==> config.mk <==
export PLATFORM = sky130hd
export DESIGN_NAME = status_lamp_blink_controller
export DESIGN_NICKNAME = d
export VERILOG_FILES = /design/src/slbc_pkg.sv /design/src/slbc_blink.sv /design/src/status_lamp_blink_controller.sv
export SDC_FILE = /design/constraint.sdc
export NUM_CORES = 1
export LEC_CHECK = 0
export ABC_AREA = 1
export BUFFER_PORTS_ARGS = -buffer_cell sky130_fd_sc_hd__buf_4
export CAP_MARGIN = 0
export CELL_PAD_IN_SITES_DETAIL_PLACEMENT = 0
export CELL_PAD_IN_SITES_GLOBAL_PLACEMENT = 1
export CORE_UTILIZATION = 38
export DETAILED_ROUTE_END_ITERATION = 12
export PLACE_DENSITY_LB_ADDON = 0.08
export SLEW_MARGIN = 5
export SYNTH_ARGS = -nofsm -noshare
export SYNTH_HDL_FRONTEND = slang
export SYNTH_SLANG_ARGS = --single-unit
==> constraint.sdc <==
create_clock -name i_clk -period 3.2 [get_ports i_clk]
set_input_delay 0.16 -clock i_clk [delete_from_list [all_inputs] [get_ports i_clk]]
set_output_delay 0.16 -clock i_clk [all_outputs]
set_load 0.01 [all_outputs]
==> src/slbc_pkg.sv <==
package slbc_pkg;

    localparam int CFG_DATA_W  = 64;
    localparam int CFG_INDEX_W = 3;
    localparam int STEPS_W     = 3;

    typedef enum logic [2:0] {
        MODE_TICK     = 3'd0,
        MODE_LOCALIZE = 3'd1,
        MODE_ROUTE    = 3'd2,
        MODE_HAZARD   = 3'd3,
        MODE_OPERATE  = 3'd4,
        MODE_EVALUATE = 3'd5
    } t_mode;

    typedef enum logic [2:0] {
        SVC_NONE      = 3'd0,
        SVC_OTHER     = 3'd1,
        SVC_EMERGENCY = 3'd2,
        SVC_ROUTE     = 3'd3,
        SVC_WAKING    = 3'd4
    } t_service;

    localparam logic [2:0] ROUTE_UNSET    = 3'd1;
    localparam logic [2:0] ROUTE_ARRIVED  = 3'd3;
    localparam logic [2:0] ROUTE_CHANGING = 3'd4;

    localparam logic [1:0] LOC_INITIALIZING = 2'd2;

    localparam logic [CFG_INDEX_W-1:0] REG_FAST_PATTERN = 3'd0;
    localparam logic [CFG_INDEX_W-1:0] REG_SLOW_PATTERN = 3'd1;
    localparam logic [CFG_INDEX_W-1:0] REG_FAST_STEPS   = 3'd2;
    localparam logic [CFG_INDEX_W-1:0] REG_SLOW_STEPS   = 3'd3;
    localparam logic [CFG_INDEX_W-1:0] REG_ACTIVE_HIGH  = 3'd4;

    typedef struct packed {
        logic tick;
        logic start;
        logic fast;
        logic hold;
    } t_blink_cmd;

endpackage

==> src/slbc_blink.sv <==
module slbc_blink
    import slbc_pkg::*;
#(
    parameter int MAX_STEPS     = 4,
    parameter int DURATION_BITS = 16
) (
    input  logic                  i_clk,
    input  logic                  i_rst_n,
    input  logic                  i_adv,
    input  t_blink_cmd            i_cmd,
    input  logic [CFG_DATA_W-1:0] i_fast_pattern,
    input  logic [CFG_DATA_W-1:0] i_slow_pattern,
    input  logic [STEPS_W-1:0]    i_fast_steps,
    input  logic [STEPS_W-1:0]    i_slow_steps,
    output logic                  o_lit_next
);

    localparam int IDX_W  = (MAX_STEPS > 1) ? $clog2(MAX_STEPS) : 1;
    localparam int DUR_N  = 1 << IDX_W;
    localparam int CNT_RAW = $clog2(MAX_STEPS + 1);
    localparam int CNT_W  = (CNT_RAW > STEPS_W) ? CNT_RAW : STEPS_W;
    localparam int PAD_W  = CFG_DATA_W + DURATION_BITS;

    logic                     r_on;
    logic                     r_fast;
    logic [IDX_W-1:0]         r_idx;
    logic [DURATION_BITS-1:0] r_ms;
    logic                     r_lit;

    logic                     n_on;
    logic                     n_fast;
    logic [IDX_W-1:0]         n_idx;
    logic [DURATION_BITS-1:0] n_ms;
    logic                     n_lit;

    logic [PAD_W-1:0]         fast_pad;
    logic [PAD_W-1:0]         slow_pad;
    logic [DURATION_BITS-1:0] fast_dur [DUR_N];
    logic [DURATION_BITS-1:0] slow_dur [DUR_N];

    logic [CNT_W-1:0]         steps_raw;
    logic [CNT_W-1:0]         steps_used;
    logic [CNT_W-1:0]         idx_inc;
    logic [IDX_W-1:0]         idx_adv;

    assign fast_pad = {{DURATION_BITS{1'b0}}, i_fast_pattern};
    assign slow_pad = {{DURATION_BITS{1'b0}}, i_slow_pattern};

    for (genvar k = 0; k < DUR_N; k++) begin : g_dur
        if (k < MAX_STEPS && k * DURATION_BITS < CFG_DATA_W) begin : g_field
            assign fast_dur[k] = fast_pad[k*DURATION_BITS +: DURATION_BITS];
            assign slow_dur[k] = slow_pad[k*DURATION_BITS +: DURATION_BITS];
        end else begin : g_zero
            assign fast_dur[k] = '0;
            assign slow_dur[k] = '0;
        end
    end

    always_comb begin
        steps_raw = r_fast ? CNT_W'(i_fast_steps) : CNT_W'(i_slow_steps);
        if (steps_raw == '0) begin
            steps_used = CNT_W'(1);
        end else if (steps_raw > CNT_W'(MAX_STEPS)) begin
            steps_used = CNT_W'(MAX_STEPS);
        end else begin
            steps_used = steps_raw;
        end
        idx_inc = CNT_W'(r_idx) + CNT_W'(1);
        idx_adv = (idx_inc >= steps_used) ? '0 : idx_inc[IDX_W-1:0];
    end

    always_comb begin
        n_on   = r_on;
        n_fast = r_fast;
        n_idx  = r_idx;
        n_ms   = r_ms;
        n_lit  = r_lit;
        if (i_cmd.start) begin
            n_on   = 1'b1;
            n_fast = i_cmd.fast;
            n_idx  = '0;
            n_ms   = i_cmd.fast ? fast_dur[0] : slow_dur[0];
            n_lit  = 1'b0;
        end else if (i_cmd.hold) begin
            n_on  = 1'b0;
            n_lit = 1'b1;
        end else if (i_cmd.tick && r_on) begin
            if (r_ms > DURATION_BITS'(1)) begin
                n_ms = r_ms - DURATION_BITS'(1);
            end else begin
                n_idx = idx_adv;
                n_ms  = r_fast ? fast_dur[idx_adv] : slow_dur[idx_adv];
                n_lit = idx_adv[0];
            end
        end
    end

    assign o_lit_next = n_lit;

    always_ff @(posedge i_clk) begin
        if (!i_rst_n) begin
            r_on   <= 1'b0;
            r_fast <= 1'b0;
            r_idx  <= '0;
            r_ms   <= '0;
            r_lit  <= 1'b0;
        end else if (i_adv) begin
            r_on   <= n_on;
            r_fast <= n_fast;
            r_idx  <= n_idx;
            r_ms   <= n_ms;
            r_lit  <= n_lit;
        end
    end

endmodule

==> src/status_lamp_blink_controller.sv <==
// The result of an input transfer is registered and shows on the master side in the cycle after it.
// Throughput: one item per cycle while m_axis_tready is high; the result register frees whenever
// m_axis_tready is high, so input and output transfers overlap back to back.
// Each item updates status and blink state through one stage of logic.
// Reset (synchronous, active low): lamp dark, blink stopped, service not evaluated,
// registers at fast/slow steps 2, patterns 0, active high.
module status_lamp_blink_controller
    import slbc_pkg::*;
#(
    parameter int MAX_STEPS     = 4,
    parameter int DURATION_BITS = 16
) (
    input  logic                   i_clk,
    input  logic                   i_rst_n,
    input  logic                   s_axis_tvalid,
    output logic                   s_axis_tready,
    // [1:0] localization_state, [4:2] route_state, [5] hazard_hold,
    // [6] control_enabled, [7] stop_mode_available, [8] local_mode_available
    input  logic [15:0]            s_axis_tdata,
    // [2:0] mode
    input  logic [2:0]             s_axis_tuser,
    output logic                   m_axis_tvalid,
    input  logic                   m_axis_tready,
    // [0] pin_level, [1] lamp_lit, [4:2] service_state, [5] control_auto
    output logic [7:0]             m_axis_tdata,
    input  logic                   i_cfg_we,
    input  logic [CFG_INDEX_W-1:0] i_cfg_index,
    input  logic [CFG_DATA_W-1:0]  i_cfg_wdata
);

    logic [CFG_DATA_W-1:0] r_fast_pattern;
    logic [CFG_DATA_W-1:0] r_slow_pattern;
    logic [STEPS_W-1:0]    r_fast_steps;
    logic [STEPS_W-1:0]    r_slow_steps;
    logic                  r_active_high;

    logic [1:0] r_loc;
    logic [2:0] r_route;
    logic       r_hold;
    logic [2:0] r_flags;
    t_service   r_svc;
    logic       r_auto;

    logic [1:0] n_loc;
    logic [2:0] n_route;
    logic       n_hold;
    logic [2:0] n_flags;
    t_service   n_svc;
    logic       n_auto;

    logic       r_out_valid;
    logic [7:0] r_out_data;

    logic       accept;
    t_mode      mode;
    logic       do_eval;
    t_service   eval_svc;
    logic       eval_auto;
    t_blink_cmd cmd;
    logic       lit_next;

    assign s_axis_tready = !r_out_valid || m_axis_tready;
    assign accept        = s_axis_tvalid && s_axis_tready;
    assign mode          = t_mode'(s_axis_tuser);

    always_ff @(posedge i_clk) begin
        if (!i_rst_n) begin
            r_fast_pattern <= '0;
            r_slow_pattern <= '0;
            r_fast_steps   <= STEPS_W'(2);
            r_slow_steps   <= STEPS_W'(2);
            r_active_high  <= 1'b1;
        end else if (i_cfg_we) begin
            case (i_cfg_index)
                REG_FAST_PATTERN: r_fast_pattern <= i_cfg_wdata;
                REG_SLOW_PATTERN: r_slow_pattern <= i_cfg_wdata;
                REG_FAST_STEPS:   r_fast_steps   <= i_cfg_wdata[STEPS_W-1:0];
                REG_SLOW_STEPS:   r_slow_steps   <= i_cfg_wdata[STEPS_W-1:0];
                REG_ACTIVE_HIGH:  r_active_high  <= i_cfg_wdata[0];
                default: ;
            endcase
        end
    end

    always_comb begin
        n_loc   = r_loc;
        n_route = r_route;
        n_hold  = r_hold;
        n_flags = r_flags;
        do_eval = 1'b0;
        case (mode)
            MODE_LOCALIZE: begin
                n_loc   = s_axis_tdata[1:0];
                do_eval = 1'b1;
            end
            MODE_ROUTE: begin
                n_route = s_axis_tdata[4:2];
                do_eval = 1'b1;
            end
            MODE_HAZARD: begin
                n_hold  = s_axis_tdata[5];
                do_eval = 1'b1;
            end
            MODE_OPERATE: begin
                n_flags = {s_axis_tdata[8], s_axis_tdata[7], s_axis_tdata[6]};
                do_eval = 1'b1;
            end
            MODE_EVALUATE: do_eval = 1'b1;
            default: ;
        endcase

        if (n_hold) begin
            eval_svc = SVC_EMERGENCY;
        end else if (n_route == ROUTE_UNSET || n_route == ROUTE_ARRIVED ||
                     n_route == ROUTE_CHANGING) begin
            eval_svc = SVC_ROUTE;
        end else if (n_loc == LOC_INITIALIZING && n_flags[2:1] != 2'b00) begin
            eval_svc = SVC_WAKING;
        end else begin
            eval_svc = SVC_OTHER;
        end
        eval_auto = n_flags[0];

        cmd.tick  = (mode == MODE_TICK);
        cmd.start = 1'b0;
        cmd.fast  = 1'b0;
        cmd.hold  = 1'b0;
        n_svc     = r_svc;
        n_auto    = r_auto;
        if (do_eval && (eval_svc != r_svc || eval_auto != r_auto)) begin
            n_svc  = eval_svc;
            n_auto = eval_auto;
            case (eval_svc)
                SVC_WAKING: cmd.start = 1'b1;
                SVC_ROUTE: begin
                    cmd.start = 1'b1;
                    cmd.fast  = 1'b1;
                end
                SVC_EMERGENCY: cmd.hold = 1'b1;
                default: begin
                    if (eval_auto) begin
                        cmd.hold = 1'b1;
                    end else begin
                        cmd.start = 1'b1;
                        cmd.fast  = 1'b1;
                    end
                end
            endcase
        end
    end

    slbc_blink #(
        .MAX_STEPS     (MAX_STEPS),
        .DURATION_BITS (DURATION_BITS)
    ) u_blink (
        .i_clk          (i_clk),
        .i_rst_n        (i_rst_n),
        .i_adv          (accept),
        .i_cmd          (cmd),
        .i_fast_pattern (r_fast_pattern),
        .i_slow_pattern (r_slow_pattern),
        .i_fast_steps   (r_fast_steps),
        .i_slow_steps   (r_slow_steps),
        .o_lit_next     (lit_next)
    );

    always_ff @(posedge i_clk) begin
        if (!i_rst_n) begin
            r_loc   <= '0;
            r_route <= '0;
            r_hold  <= 1'b0;
            r_flags <= '0;
            r_svc   <= SVC_NONE;
            r_auto  <= 1'b0;
        end else if (accept) begin
            r_loc   <= n_loc;
            r_route <= n_route;
            r_hold  <= n_hold;
            r_flags <= n_flags;
            r_svc   <= n_svc;
            r_auto  <= n_auto;
        end
    end

    always_ff @(posedge i_clk) begin
        if (!i_rst_n) begin
            r_out_valid <= 1'b0;
        end else if (accept) begin
            r_out_valid <= 1'b1;
        end else if (m_axis_tready) begin
            r_out_valid <= 1'b0;
        end
    end

    always_ff @(posedge i_clk) begin
        if (accept) begin
            r_out_data <= {2'b00, n_auto, n_svc, lit_next, lit_next ^ ~r_active_high};
        end
    end

    assign m_axis_tvalid = r_out_valid;
    assign m_axis_tdata  = r_out_data;

endmodule
==> results.ini <==
[placement]
dp_hpwl_um=18700
port_buffers=91
gp_congestion=0.848
preCtsSetupSlack_ns=0.326
placed_area_um2=9900

[synthesis]
yosys.cell_count.top_type=nor2_1
synth-seq-area-share=0.403
synth-seq-cells=176
avgSynthCellArea_um2=6.60
synth_commonest_cells=nor2_1 (198), nand2_1 (197), o21ai_0 (191)
synth_top_area_cell=dfxtp_1
ys_types=36
synth_area_leaders=dfxtp_1 (38%), o21ai_0 (11%), nor2_1 (8.4%)
synth_ff_type=dfxtp_1
async_flop_share=0
netlist_area_um2=8900
synth_edf_count=6
synth_top_cell_area_share=0.383
yosysWarnings=0
postSynthCellCount=1349

[sta]
setup_viol=0
finalClockSkew_ns=0.0141
layout_min_cycle_time_ns=2.88
tns_ns=0
whs_ns=0.0121
slew_violations=0
slew_headroom=0.363
worstMarginPinSlew_ns=0.954
setup_ws_ns=0.316
min_period_over_period=0.901
rsz0062_at_grt=no
hold_viol=0
timing.fmax_mhz=347

[worst_setup_path]
crit_slowest_cell=dfxtp_1
timing.rr.end=u_blink.r_ms[3]$_SDFFE_PN0P_
worst-path-buf-inv=1
crit_type=register to register
worst-r2r-cell-count=16
crit_chain=mux2i_1 -> nand2_1 -> ha_1 -> nand2_1 -> nor2_1 -> a211oi_2 -> nand3_2 -> buf_4 -> o21ai_0 -> nand3_1 -> nand3_1 -> nand2_1 -> nand2_1 -> nand3_1 -> nor2_1 -> nor2_1
r2r_setup_slack_ns=0.32
cp_max_fo=37
crit_top_cell=nand2_1
crit_family=simple AND/OR/NAND/NOR gates
crit_required_ns=3.53
reg2reg_from=u_blink.r_fast$_SDFFE_PN0P_
worstSetupEndpointType=register
max_stage_delay_ns=0.41
worst_setup_path_start_kind=register
crit_arrival_ns=3.21

[finish]
syn_to_final_growth_pct=20.7
nets=1529
layout-drive-gt1-share=0.123
fillerInstances=2421
design_area_um2=10700
final_core_util=0.471

[floorplan]
die_height_um=155
rows=55
coreArea_um2=22800
start_util=0.391
dieArea_um2=24000
die_w_um=155
io-pin-count=101

[hold_path]
worstHoldStart=i_cfg_wdata[22]
worstHoldEndpoint=r_slow_pattern[22]$_SDFFE_PN0P_
hold_class=primary input to register
min_path_cells=3

[job]
maxCapViolCount=0

[clocking]
clock-sinks=176
cts_root_buf=clkbuf_16
cts_resized=0
tritoncts=yes
h-tree-depth=4
clock_insertion_delay_worst_skew_ns=0.44
clk_pin_slew_ns=0.07
clock_path_buffers=2
cts_buffers=17

[power_and_ir_drop]
p_leak_nw=4.86
p_per_area_nw_per_um2=576
max-vdd-ir-drop_mv=0.316

[routing]
drt_pre_antenna_iters=8
viasPerCell=5.00
drtAntennaViolNets=0
wl_per_cell_um=15.7
routed_wirelength_um=27600
drtIter0Drc=640
drc=0
vias=8793

[global_routing]
grt_usage=0.235
grt_max_degree=105
grt_pass1_wl_um=43800
grt_pass1_vias=7973
gr-total-overflow=0
antenna_found_initial=0

[outcome]
outcome=finished clean

## registers in the layout, indices dropped and copies added (netlist names)
register,cells
r_flags,3
r_slow_steps,3
u_blink.r_lit,1
r_fast_pattern,64
r_active_high,1
m_axis_tvalid,1
u_blink.r_fast,1
u_blink.r_idx,2
r_svc,3
r_auto,1
u_blink.r_ms,16
m_axis_tdata,6
r_route,3
u_blink.r_on,1
r_hold,1
r_loc,2
r_fast_steps,3
r_slow_pattern,64
## metal layers
metal,routed length [um],vias up,part of all wire,track usage
met5,0,-,0,0
li1,-,4572,-,-
met2,12500,173,0.45,0.375
met1,13700,4031,0.50,0.331
met3,1070,17,0.039,0.0393
met4,282,0,0.010,0.0495
## power by group
group | switching (mW) | leakage (nW) | internal, mW
clock network | 0.923 | 0.278 | 1.18
logic | 1.11 | 3.14 | 0.613
registers | 0.0496 | 1.44 | 2.32
## worst min-delay path, cell delays in order
cell,delay [ns]
buf_4,0.08
o21ai_0,0.07
a21oi_1,0.10
## cells by family after synthesis
| group | share of synthesized area |
|---|---|
| flops | 0.403 |
| fa+ha+maj | 0.00844 |
| other cells | 0.000421 |
| mux | 0.00113 |
| xor+xnor | 0.00492 |
| compound gates | 0.199 |
| simple gates | 0.273 |
| buf+inv | 0.111 |
## how the worst max path moves through the flow
stage | cells past startpoint | endpoint | startpoint | slack (ns)
after floorplan | 19 | u_blink.r_ms[1]$_SDFFE_PN0P_ | u_blink.r_fast$_SDFFE_PN0P_ | 0.05
after global placement | 17 | u_blink.r_ms[9]$_SDFFE_PN0P_ | u_blink.r_fast$_SDFFE_PN0P_ | 0.38
after detailed placement | 16 | u_blink.r_ms[4]$_SDFFE_PN0P_ | u_blink.r_fast$_SDFFE_PN0P_ | 0.33
after CTS | 16 | u_blink.r_ms[4]$_SDFFE_PN0P_ | u_blink.r_fast$_SDFFE_PN0P_ | 0.31
after global routing | 16 | u_blink.r_ms[4]$_SDFFE_PN0P_ | u_blink.r_fast$_SDFFE_PN0P_ | 0.02
final | 16 | u_blink.r_ms[3]$_SDFFE_PN0P_ | u_blink.r_fast$_SDFFE_PN0P_ | 0.32
## area by class of cell
cell class | count | area [um^2] | share of cell area
Multi-Input combinational cell | 921 | 4350 | 0.405
Sequential cell | 176 | 3580 | 0.334
Timing Repair Buffer | 151 | 1210 | 0.113
Inverter | 165 | 619 | 0.0577
Clock buffer | 20 | 447 | 0.0416
Tap cell | 313 | 392 | 0.0365
Clock inverter | 11 | 130 | 0.0121
Antenna cell | 1 | 2.50 | 0.000233
## placed cells by master, fill, tap and decap left out, types with 17 or more instances in the layout
cell / n
nor2_1: 198
nand2_1: 196
o21ai_0: 191
dfxtp_1: 170
inv_1: 156
a21oi_1: 125
buf_4: 124
nand3_1: 117
nand4_1: 35
dlygate4sd3_1: 26
clkbuf_16: 17
## per-stage QoR
step / power (mW) / instances
after global placement: 4.10 / 1700
after detailed placement: 4.10 / 1700
final: 6.18 / 1758
after global routing: 6.58 / 1757
after floorplan: 3.55 / 1350
after CTS: 6.23 / 1756
## what timing repair did
action,4_1_cts,5_1_grt
hold buffers,25,1
hold endpoints to repair,43,1
buffers inserted,0,0
No activity file was read; power rests on OpenSTA's default activity.
